`config.mk`:
```
export PLATFORM = sky130hd
export DESIGN_NAME = scan_disk_request_scheduler
export DESIGN_NICKNAME = d
export VERILOG_FILES = /design/src/sv/sdrs_pkg.sv /design/src/sv/sdrs_ctrl.sv /design/src/sv/sdrs_datapath.sv /design/src/sv/scan_disk_request_scheduler.sv
export SDC_FILE = /design/constraint.sdc
export NUM_CORES = 1
export LEC_CHECK = 0
export ABC_AREA = 1
export BUFFER_PORTS_ARGS = -buffer_cell sky130_fd_sc_hd__buf_2
export CORE_AREA = 2 2 177 179
export CTS_BUF_LIST = sky130_fd_sc_hd__clkbuf_2 sky130_fd_sc_hd__clkbuf_4 sky130_fd_sc_hd__clkbuf_8
export DETAILED_ROUTE_END_ITERATION = 10
export DIE_AREA = 0 0 179 181
export PLACE_DENSITY = 0.79
export SYNTH_ARGS = -nofsm -noshare
export SYNTH_HDL_FRONTEND = slang
export SYNTH_HIERARCHICAL = 1
export SYNTH_SLANG_ARGS = --single-unit
export TNS_END_PERCENT = 5
```
`constraint.sdc`:
```
create_clock -name clock -period 13.6 [get_ports clock]
set_input_delay 0.68 -clock clock [delete_from_list [all_inputs] [get_ports clock]]
set_output_delay 0.68 -clock clock [all_outputs]
set_load 0.005 [all_outputs]
```
`src/sv/sdrs_pkg.sv`:
```
package sdrs_pkg;

   // The pending map is stored as rows of this many tracks.
   localparam int CHUNK = 32;
   localparam int BIT_W = 5;

   typedef enum logic [1:0] {
      OP_ADD   = 2'd0,
      OP_START = 2'd1,
      OP_NEXT  = 2'd2
   } op_type;

   typedef enum logic [3:0] {
      S_IDLE,
      S_ADD_RD,
      S_ADD_WR,
      S_ST_RD0,
      S_ST_WR0,
      S_ST_RD1,
      S_ST_WR1,
      S_DN_RD,
      S_DN_CHK,
      S_UP_RD,
      S_UP_CHK,
      S_RESP
   } state_type;

   typedef enum logic [1:0] {
      RD_CUR,
      RD_TRACK,
      RD_ZERO,
      RD_LAST
   } rd_sel_type;

   typedef enum logic [1:0] {
      WR_NONE,
      WR_ADD,
      WR_ZERO,
      WR_LAST
   } wr_sel_type;

   typedef struct packed {
      logic       load;
      logic       start_apply;
      logic       init_row;
      rd_sel_type rd_sel;
      wr_sel_type wr_sel;
      logic       dn_chk;
      logic       up_chk;
   } ctrl_type;

   typedef struct packed {
      logic track_ok;
      logic going_up;
      logic hit;
      logic row_zero;
      logic row_last;
   } status_type;

endpackage

```
`src/sv/sdrs_ctrl.sv`:
```
module sdrs_ctrl (
   input  logic                  clock,
   input  logic                  reset,
   input  logic                  start,
   input  logic [1:0]            req_op,
   input  sdrs_pkg::status_type  status,
   output logic                  busy,
   output logic                  rsp_valid,
   output sdrs_pkg::ctrl_type    ctrl
);

   sdrs_pkg::state_type state_ff;
   sdrs_pkg::state_type state_in;
   logic                accept;

   assign accept    = start && (state_ff == sdrs_pkg::S_IDLE);
   assign busy      = (state_ff != sdrs_pkg::S_IDLE);
   assign rsp_valid = (state_ff == sdrs_pkg::S_RESP);

   always_ff @(posedge clock) begin
      if (reset) begin
         state_ff <= sdrs_pkg::S_IDLE;
      end else begin
         state_ff <= state_in;
      end
   end

   always_comb begin
      state_in = state_ff;
      case (state_ff)
         sdrs_pkg::S_IDLE: begin
            if (start) begin
               case (req_op)
                  sdrs_pkg::OP_ADD: begin
                     state_in = status.track_ok ? sdrs_pkg::S_ADD_RD : sdrs_pkg::S_RESP;
                  end
                  sdrs_pkg::OP_START: begin
                     state_in = sdrs_pkg::S_ST_RD0;
                  end
                  sdrs_pkg::OP_NEXT: begin
                     state_in = status.going_up ? sdrs_pkg::S_UP_RD : sdrs_pkg::S_DN_RD;
                  end
                  default: begin
                     state_in = sdrs_pkg::S_RESP;
                  end
               endcase
            end
         end
         sdrs_pkg::S_ADD_RD: state_in = sdrs_pkg::S_ADD_WR;
         sdrs_pkg::S_ADD_WR: state_in = sdrs_pkg::S_RESP;
         sdrs_pkg::S_ST_RD0: state_in = sdrs_pkg::S_ST_WR0;
         sdrs_pkg::S_ST_WR0: state_in = sdrs_pkg::S_ST_RD1;
         sdrs_pkg::S_ST_RD1: state_in = sdrs_pkg::S_ST_WR1;
         sdrs_pkg::S_ST_WR1: state_in = sdrs_pkg::S_RESP;
         sdrs_pkg::S_DN_RD:  state_in = sdrs_pkg::S_DN_CHK;
         sdrs_pkg::S_DN_CHK: begin
            // With no hit in row zero the down pass is over and the up pass starts.
            if (status.hit) begin
               state_in = sdrs_pkg::S_RESP;
            end else if (status.row_zero) begin
               state_in = sdrs_pkg::S_UP_RD;
            end else begin
               state_in = sdrs_pkg::S_DN_RD;
            end
         end
         sdrs_pkg::S_UP_RD:  state_in = sdrs_pkg::S_UP_CHK;
         sdrs_pkg::S_UP_CHK: begin
            if (status.hit || status.row_last) begin
               state_in = sdrs_pkg::S_RESP;
            end else begin
               state_in = sdrs_pkg::S_UP_RD;
            end
         end
         sdrs_pkg::S_RESP:   state_in = sdrs_pkg::S_IDLE;
         default:            state_in = sdrs_pkg::S_IDLE;
      endcase
   end

   always_comb begin
      ctrl             = '0;
      ctrl.rd_sel      = sdrs_pkg::RD_CUR;
      ctrl.wr_sel      = sdrs_pkg::WR_NONE;
      case (state_ff)
         sdrs_pkg::S_IDLE: begin
            ctrl.load        = accept;
            ctrl.start_apply = accept && (req_op == sdrs_pkg::OP_START);
            ctrl.init_row    = accept && (req_op == sdrs_pkg::OP_NEXT);
         end
         sdrs_pkg::S_ADD_RD: ctrl.rd_sel = sdrs_pkg::RD_TRACK;
         sdrs_pkg::S_ADD_WR: ctrl.wr_sel = sdrs_pkg::WR_ADD;
         sdrs_pkg::S_ST_RD0: ctrl.rd_sel = sdrs_pkg::RD_ZERO;
         sdrs_pkg::S_ST_WR0: ctrl.wr_sel = sdrs_pkg::WR_ZERO;
         sdrs_pkg::S_ST_RD1: ctrl.rd_sel = sdrs_pkg::RD_LAST;
         sdrs_pkg::S_ST_WR1: ctrl.wr_sel = sdrs_pkg::WR_LAST;
         sdrs_pkg::S_DN_CHK: ctrl.dn_chk = 1'b1;
         sdrs_pkg::S_UP_CHK: ctrl.up_chk = 1'b1;
         default: begin
         end
      endcase
   end

endmodule

```
`src/sv/sdrs_datapath.sv`:
```
module sdrs_datapath #(
   parameter int TRACKS = 256
) (
   input  logic                  clock,
   input  logic                  reset,
   input  sdrs_pkg::ctrl_type    ctrl,
   input  logic [7:0]            req_track,
   input  logic [7:0]            req_head,
   output sdrs_pkg::status_type  status,
   output logic                  rsp_found,
   output logic [7:0]            rsp_served_track,
   output logic [8:0]            rsp_seek_wait,
   output logic                  rsp_done_res,
   output logic [8:0]            rsp_total_seeks,
   output logic [15:0]           rsp_request_count
);

   localparam int ROWS  = (TRACKS + sdrs_pkg::CHUNK - 1) / sdrs_pkg::CHUNK;
   localparam int ROW_W = (ROWS > 1) ? $clog2(ROWS) : 1;
   localparam int PW    = ROW_W + sdrs_pkg::BIT_W;

   localparam logic [PW-1:0]    LAST_POS     = PW'(TRACKS - 1);
   localparam logic [ROW_W-1:0] LAST_ROW     = LAST_POS[PW-1:sdrs_pkg::BIT_W];
   localparam logic [ROW_W-1:0] ROW_LAST_IDX = ROW_W'(ROWS - 1);
   localparam logic [sdrs_pkg::BIT_W-1:0] TOP_BIT = sdrs_pkg::BIT_W'(sdrs_pkg::CHUNK - 1);
   localparam logic [sdrs_pkg::CHUNK-1:0] ONES    = '1;
   localparam logic [sdrs_pkg::CHUNK-1:0] ONE     = sdrs_pkg::CHUNK'(1);

   // Row memory of the pending map; a row never written reads as empty.
   logic [sdrs_pkg::CHUNK-1:0] mem [ROWS];
   logic [sdrs_pkg::CHUNK-1:0] rd_data_ff;
   logic                       rd_valid_ff;
   logic [ROWS-1:0]            row_valid_ff;

   logic [7:0]       trk_ff,        trk_in;
   logic [7:0]       start_head_ff, start_head_in;
   logic [PW-1:0]    sweep_ff,      sweep_in;
   logic             going_up_ff,   going_up_in;
   logic [15:0]      count_ff,      count_in;
   logic [ROW_W-1:0] cur_row_ff,    cur_row_in;
   logic             found_ff,      found_in;
   logic [7:0]       served_ff,     served_in;
   logic [8:0]       wait_ff,       wait_in;
   logic             done_ff,       done_in;
   logic [8:0]       total_ff,      total_in;

   logic [PW-1:0]                track_pos;
   logic [ROW_W-1:0]             track_row;
   logic [sdrs_pkg::BIT_W-1:0]   track_bit;
   logic [ROW_W-1:0]             sweep_row;
   logic [sdrs_pkg::BIT_W-1:0]   sweep_bit;
   logic [sdrs_pkg::CHUNK-1:0]   row_word;
   logic                         first_row;
   logic [sdrs_pkg::CHUNK-1:0]   dn_mask;
   logic [sdrs_pkg::CHUNK-1:0]   up_mask;
   logic [sdrs_pkg::CHUNK-1:0]   cand;
   logic                         hit;
   logic [sdrs_pkg::BIT_W-1:0]   hi_bit;
   logic [sdrs_pkg::BIT_W-1:0]   lo_bit;
   logic [sdrs_pkg::BIT_W-1:0]   hit_bit;
   logic [PW-1:0]                hit_pos;
   logic [ROW_W-1:0]             rd_addr;
   logic                         wr_en;
   logic [ROW_W-1:0]             wr_addr;
   logic [sdrs_pkg::CHUNK-1:0]   wr_data;

   assign track_pos = PW'(trk_ff);
   assign track_row = track_pos[PW-1:sdrs_pkg::BIT_W];
   assign track_bit = track_pos[sdrs_pkg::BIT_W-1:0];
   assign sweep_row = sweep_ff[PW-1:sdrs_pkg::BIT_W];
   assign sweep_bit = sweep_ff[sdrs_pkg::BIT_W-1:0];
   assign row_word  = rd_valid_ff ? rd_data_ff : '0;

   // Only the row holding the sweep position is limited by the bit position.
   assign first_row = (cur_row_ff == sweep_row);
   assign dn_mask   = first_row ? (ONES >> (TOP_BIT - sweep_bit)) : ONES;
   assign up_mask   = first_row ? ((ONES << sweep_bit) << 1) : ONES;
   assign cand      = row_word & (ctrl.up_chk ? up_mask : dn_mask);
   assign hit       = |cand;

   always_comb begin
      hi_bit = '0;
      lo_bit = '0;
      for (int i = 0; i < sdrs_pkg::CHUNK; i++) begin
         if (cand[i]) begin
            hi_bit = sdrs_pkg::BIT_W'(i);
         end
      end
      for (int i = sdrs_pkg::CHUNK - 1; i >= 0; i--) begin
         if (cand[i]) begin
            lo_bit = sdrs_pkg::BIT_W'(i);
         end
      end
   end

   assign hit_bit = ctrl.up_chk ? lo_bit : hi_bit;
   assign hit_pos = {cur_row_ff, hit_bit};

   always_comb begin
      case (ctrl.rd_sel)
         sdrs_pkg::RD_TRACK: rd_addr = track_row;
         sdrs_pkg::RD_ZERO:  rd_addr = '0;
         sdrs_pkg::RD_LAST:  rd_addr = LAST_ROW;
         default:            rd_addr = cur_row_ff;
      endcase
   end

   always_comb begin
      wr_en   = 1'b0;
      wr_addr = cur_row_ff;
      wr_data = row_word;
      case (ctrl.wr_sel)
         sdrs_pkg::WR_ADD: begin
            wr_en   = 1'b1;
            wr_addr = track_row;
            wr_data = row_word | (ONE << track_bit);
         end
         sdrs_pkg::WR_ZERO: begin
            wr_en   = 1'b1;
            wr_addr = '0;
            wr_data = row_word | ONE;
         end
         sdrs_pkg::WR_LAST: begin
            wr_en   = 1'b1;
            wr_addr = LAST_ROW;
            wr_data = row_word | (ONE << LAST_POS[sdrs_pkg::BIT_W-1:0]);
         end
         default: begin
            if ((ctrl.dn_chk || ctrl.up_chk) && hit) begin
               wr_en   = 1'b1;
               wr_data = row_word & ~(ONE << hit_bit);
            end
         end
      endcase
   end

   always_ff @(posedge clock) begin
      if (wr_en) begin
         mem[wr_addr] <= wr_data;
      end
      rd_data_ff <= mem[rd_addr];
   end

   always_comb begin
      trk_in        = trk_ff;
      start_head_in = start_head_ff;
      sweep_in      = sweep_ff;
      going_up_in   = going_up_ff;
      count_in      = count_ff;
      cur_row_in    = cur_row_ff;
      found_in      = found_ff;
      served_in     = served_ff;
      wait_in       = wait_ff;
      done_in       = done_ff;
      total_in      = total_ff;

      if (ctrl.load) begin
         trk_in    = req_track;
         found_in  = 1'b0;
         served_in = '0;
         wait_in   = '0;
         done_in   = 1'b0;
         total_in  = '0;
      end
      if (ctrl.start_apply) begin
         start_head_in = req_head;
         sweep_in      = (int'(req_head) < TRACKS) ? PW'(req_head) : LAST_POS;
         going_up_in   = 1'b0;
      end
      if (ctrl.init_row) begin
         cur_row_in = sweep_row;
      end
      if ((ctrl.wr_sel == sdrs_pkg::WR_ADD) && (count_ff != '1)) begin
         count_in = count_ff + 16'd1;
      end
      if (ctrl.dn_chk) begin
         if (hit) begin
            found_in  = 1'b1;
            served_in = 8'(hit_pos);
            wait_in   = 9'(start_head_ff) - 9'(hit_pos);
            if (hit_pos == '0) begin
               going_up_in = 1'b1;
               sweep_in    = '0;
            end else begin
               sweep_in = hit_pos - PW'(1);
            end
         end else if (cur_row_ff == '0) begin
            going_up_in = 1'b1;
            sweep_in    = '0;
         end else begin
            cur_row_in = cur_row_ff - ROW_W'(1);
         end
      end
      if (ctrl.up_chk) begin
         if (hit) begin
            found_in  = 1'b1;
            served_in = 8'(hit_pos);
            wait_in   = 9'(start_head_ff) + 9'(hit_pos);
            sweep_in  = hit_pos;
         end else if (cur_row_ff == ROW_LAST_IDX) begin
            done_in  = 1'b1;
            total_in = 9'(start_head_ff) + 9'(TRACKS);
         end else begin
            cur_row_in = cur_row_ff + ROW_W'(1);
         end
      end
   end

   always_ff @(posedge clock) begin
      if (reset) begin
         row_valid_ff  <= '0;
         rd_valid_ff   <= 1'b0;
         start_head_ff <= '0;
         sweep_ff      <= '0;
         going_up_ff   <= 1'b0;
         count_ff      <= '0;
         cur_row_ff    <= '0;
      end else begin
         if (wr_en) begin
            row_valid_ff[wr_addr] <= 1'b1;
         end
         rd_valid_ff   <= row_valid_ff[rd_addr];
         start_head_ff <= start_head_in;
         sweep_ff      <= sweep_in;
         going_up_ff   <= going_up_in;
         count_ff      <= count_in;
         cur_row_ff    <= cur_row_in;
      end
   end

   always_ff @(posedge clock) begin
      trk_ff    <= trk_in;
      found_ff  <= found_in;
      served_ff <= served_in;
      wait_ff   <= wait_in;
      done_ff   <= done_in;
      total_ff  <= total_in;
   end

   assign status.track_ok = (int'(req_track) < TRACKS);
   assign status.going_up = going_up_ff;
   assign status.hit      = hit;
   assign status.row_zero = (cur_row_ff == '0);
   assign status.row_last = (cur_row_ff == ROW_LAST_IDX);

   assign rsp_found         = found_ff;
   assign rsp_served_track  = served_ff;
   assign rsp_seek_wait     = wait_ff;
   assign rsp_done_res      = done_ff;
   assign rsp_total_seeks   = total_ff;
   assign rsp_request_count = count_ff;

endmodule

```
`src/sv/scan_disk_request_scheduler.sv`:
```
// SCAN (elevator) disk request scheduler.
// A command is transferred at a rising edge where start is high and busy is low.
// req_op selects add (mark req_track pending), start (take req_head as the head
// position and mark the first and last track) or next (serve one pending track).
// Every command gives exactly one result: rsp_valid is high for one cycle and the
// rsp_ ports carry the served track and its seek wait, or done with the total seek
// count; rsp_request_count always shows the saturating count of in-range adds.
// The receiver cannot stall: the result is transferred in the cycle it is shown.
// Timing: busy stays high from the accepting edge until after the result cycle.
// An add reads and then writes the row of its track, a start reads and writes row
// zero and then the last row, and an unknown op or an ignored add goes straight
// to the result. A next does one memory read and one check for every 32-track row
// of the pending map that it visits. The longest next is one given before any start:
// it checks row zero on the way down and then every row on the way up. Commands are
// handled one at a time. Reset (synchronous, active high) clears the pending map
// through per-row valid bits, along with the head, sweep position, direction and count.
module scan_disk_request_scheduler #(
   parameter int TRACKS = 256
) (
   input  logic        clock,
   input  logic        reset,
   input  logic        start,
   output logic        busy,
   input  logic [1:0]  req_op,
   input  logic [7:0]  req_track,
   input  logic [7:0]  req_head,
   output logic        rsp_valid,
   output logic        rsp_found,
   output logic [7:0]  rsp_served_track,
   output logic [8:0]  rsp_seek_wait,
   output logic        rsp_done_res,
   output logic [8:0]  rsp_total_seeks,
   output logic [15:0] rsp_request_count
);

   sdrs_pkg::ctrl_type   ctrl;
   sdrs_pkg::status_type status;

   sdrs_ctrl u_ctrl (
      .clock     (clock),
      .reset     (reset),
      .start     (start),
      .req_op    (req_op),
      .status    (status),
      .busy      (busy),
      .rsp_valid (rsp_valid),
      .ctrl      (ctrl)
   );

   sdrs_datapath #(
      .TRACKS (TRACKS)
   ) u_datapath (
      .clock             (clock),
      .reset             (reset),
      .ctrl              (ctrl),
      .req_track         (req_track),
      .req_head          (req_head),
      .status            (status),
      .rsp_found         (rsp_found),
      .rsp_served_track  (rsp_served_track),
      .rsp_seek_wait     (rsp_seek_wait),
      .rsp_done_res      (rsp_done_res),
      .rsp_total_seeks   (rsp_total_seeks),
      .rsp_request_count (rsp_request_count)
   );

endmodule

```
==> flow_summary_export.csv <==
group,metric,value,unit
run_status,status,"complete, no violations",
detailed_routing,via_per_inst,5.82,
synthesis,muxShareOfSynthArea,0.000575,
synthesis,syn_avg_cell_area,9.22,sq um
placed_design,io_buffer_count,66,
power,seq_power_share,0.320,
cts,cts_inserted_buffers,59,
power,intPower,2.73,mW
global_routing,grt_max_degree,86,
synthesis,ys_seq_elements,373,
cells_and_area,final_area,0.0193,sq mm
critical_path,cpMostUsedCell,"nand2_1",
sta,period_needed,6.25,ns
cells_and_area,fill_cells,2443,
critical_path,crit_type,"reg2reg",
die,die_y,181,microns
synthesis,synth_area_leaders,"edfxtp_1 46%, dfxtp_1 13%, nand2_1 6.9%",
synthesis,synth_area,0.0174,sq mm
critical_path,rrSetupSlack,7.35,ns
cells_and_area,multi_input_area,0.00625,sq mm
placed_design,placed_cell_area,0.0180,sq mm
synthesis,yosysTopAreaCell,"edfxtp_1",
detailed_routing,drt_iter0_drc,1527,
cts,post_cts_buffers,0,
worst_hold_path,min_path_type,"in2reg",
critical_path,crit_family,"simple AND/OR/NAND/NOR gates",
global_routing,grt_pass1_wl,70000,microns
sta,setup_viol,0,
die,die_x,179,microns
cts,cts_resized,0,
power,combPwrFrac,0.480,
sta,hold_slack,0.258,ns
cts,clk_pin_slew,0.06,ns
flow_run,cap_violations,0,
placed_design,place_ws,7.57,ns
sta,rsz0062_at_grt,"no",
sta,setup_tns,0,ns
detailed_routing,first_pass_iters,6,
synthesis,synth_top_family_by_area,"simple AND/OR/NAND/NOR gates",
synthesis,synth.top_cell.area_share,0.456,
synthesis,synth_compound_area_frac,0.157,
sta,fin_crit_sh,0.459,
die,ios,67,
cts,ctsHoldBuffers,0,
power,power.density,258,mW/mm^2
sta,slew_headroom,0.221,
sta,slew_viol_final,0,
critical_path,worstPathRequired,14.10,ns
detailed_routing,routedWlPerCell,18.8,microns
cts,insertion_delay,0.61,ns
detailed_routing,antenna_left,0,
global_routing,grt_pass1_vias,13161,
power,switching_share,0.452,
synthesis,ys.flop_type,"edfxtp_1",
synthesis,syn-instance-count,1886,
sta,tightest_slew,1.16,ns
synthesis,synth_edf_count,264,
synthesis,synth_most_common_cell,"nand2_1",
detailed_routing,wl,45100,microns
critical_path,cp_max_fo,15,
cts,htree_levels,2,
placed_design,gp_congestion,0.957,
critical_path,startpoint_type,"flip-flop",
synthesis,synth-async-reset-ratio,0,
synthesis,synthSimpleGateAreaFrac,0.175,
synthesis,synth_xor_area_frac,0.00647,
power,clkPwrFrac,0.201,
cts,cts_tree,"built",
sta,layout_setup_ws,7.35,ns
power,p_leak,8.09,nW
synthesis,yosysSeqAreaShare,0.581,
cts,cts_buffer_depth,3,
critical_path,critPathBufInv,4,
synthesis,synth_common_cells,"318 x nand2_1, 286 x nor2_1, 264 x edfxtp_1",
detailed_routing,drc,0,
global_routing,grt_use_total,0.277,
detailed_routing,num_vias,13913,
critical_path,worst_setup_path_end_kind,"flip-flop",
power,ir_drop,142,uV
cells_and_area,layout.nets,1990,
synthesis,syn-num-nets,1931,
cells_and_area,area.growth.synth_to_final,10.9,%
synthesis,synth_adder_area_share,0.0177,
cells_and_area,drive_gt1_frac,0.117,
die,rows,64,
sta,max_freq,160,MHz
synthesis,yosys_warnings,6,
power,power_switching,2.25,mW
cts,root_buffer,"clkbuf_8",
cells_and_area,regArea,0.0101,sq mm
die,start_util,0.573,
sta,hold_violations,0,
critical_path,crit_path_max_incr_delay,0.57,ns
synthesis,ys_types,60,
die,coreArea,0.0303,sq mm
placed_design,dpl.hpwl,28500,microns
sta,clock_skew,0.0231,ns
cts,cts.sinks,373,
cells_and_area,diodes,0,
global_routing,grt_antenna_before_repair,0,
critical_path,cp.arrival,6.74,ns
global_routing,overflow,0,
critical_path,critPathSlowestCell,"nor2_1",
die,die_area,0.0324,sq mm
==> state kept, by name, summed over array words and instances (netlist names), 4 cells and up <==
| name | count |
|---|---|
| u_datapath/rsp_total_seeks | 9 |
| u_datapath/rsp_served_track | 8 |
| u_datapath/row_valid_ff | 8 |
| u_datapath/rd_data_ff | 32 |
| u_ctrl/state_ff | 4 |
| u_datapath/sweep_ff | 8 |
| u_datapath/rsp_seek_wait | 9 |
| u_datapath/mem | 256 |
| u_datapath/start_head_ff | 8 |
| u_datapath/rsp_request_count | 16 |
| u_datapath/track_pos | 8 |
==> layer usage <==
| layer | vias to the layer above | share of wire | GRT usage |
|---|---|---|---|
| met3 | 83 | 0.087 | 0.0537 |
| met2 | 656 | 0.47 | 0.440 |
| met4 | 0 | 0.021 | 0.0810 |
| met1 | 6558 | 0.43 | 0.386 |
| li1 | 6616 | - | - |
| met5 | - | 0 | 0 |
==> path summary, 6_finish.rpt <==
check	depth (start not counted)	start	endpoint
min reg2reg	2	u_datapath/rsp_found	u_datapath/rsp_found
max	48	u_ctrl/state_ff[3]	u_datapath/rsp_seek_wait[6]
max reg2reg	48	u_ctrl/state_ff[3]	u_datapath/rsp_seek_wait[6]
min	1	req_track[4]	u_datapath/track_pos[4]
==> through the flow <==
stage	total power, mW	cells	util
finish	4.98	2392	0.635
global route	5.33	2392	0.635
CTS	4.95	2392	0.635
detailed placement	3.95	2280	0.593
global placement	3.91	2280	0.593
floorplan	3.37	1886	-
==> power groups by stage <==
stage | Combinational [mW] | Sequential, mW | Clock [mW]
global route | 2.66 | 1.60 | 1.07
floorplan | 1.81 | 1.56 | 0
detailed placement | 2.34 | 1.61 | 0
finish | 2.39 | 1.59 | 1.00
global placement | 2.31 | 1.60 | 0
CTS | 2.35 | 1.59 | 1.02
==> placed cells by master (no fill, tap or decap), types with 39 or more instances in the layout <==
master / count
nand2_1: 317
buf_2: 66
nand3_1: 52
a31oi_1: 39
nor2_1: 286
o21ai_0: 217
a21oi_1: 101
inv_1: 170
clkbuf_8: 66
edfxtp_1: 264
dfxtp_1: 109
==> final cells by class <==
| cell class | count | area share |
|---|---|---|
| tap | 396 | 0.0257 |
| inverter | 182 | 0.0355 |
| clock inverter | 28 | 0.0119 |
| timing repair buffer | 85 | 0.0245 |
| clock buffer | 84 | 0.0541 |
| multi-input combinational | 1244 | 0.324 |
| sequential | 373 | 0.524 |
==> cells by family after synthesis <==
logic type / after synthesis
AO/OA/AOI/OAI: 478
XOR/XNOR: 12
adder cells (fa/ha/maj): 24
buffers and inverters: 269
flip-flops: 373
multiplexers: 1
other: 1
AND/OR/NAND/NOR: 728
Power figures use the tool's default switching activity.
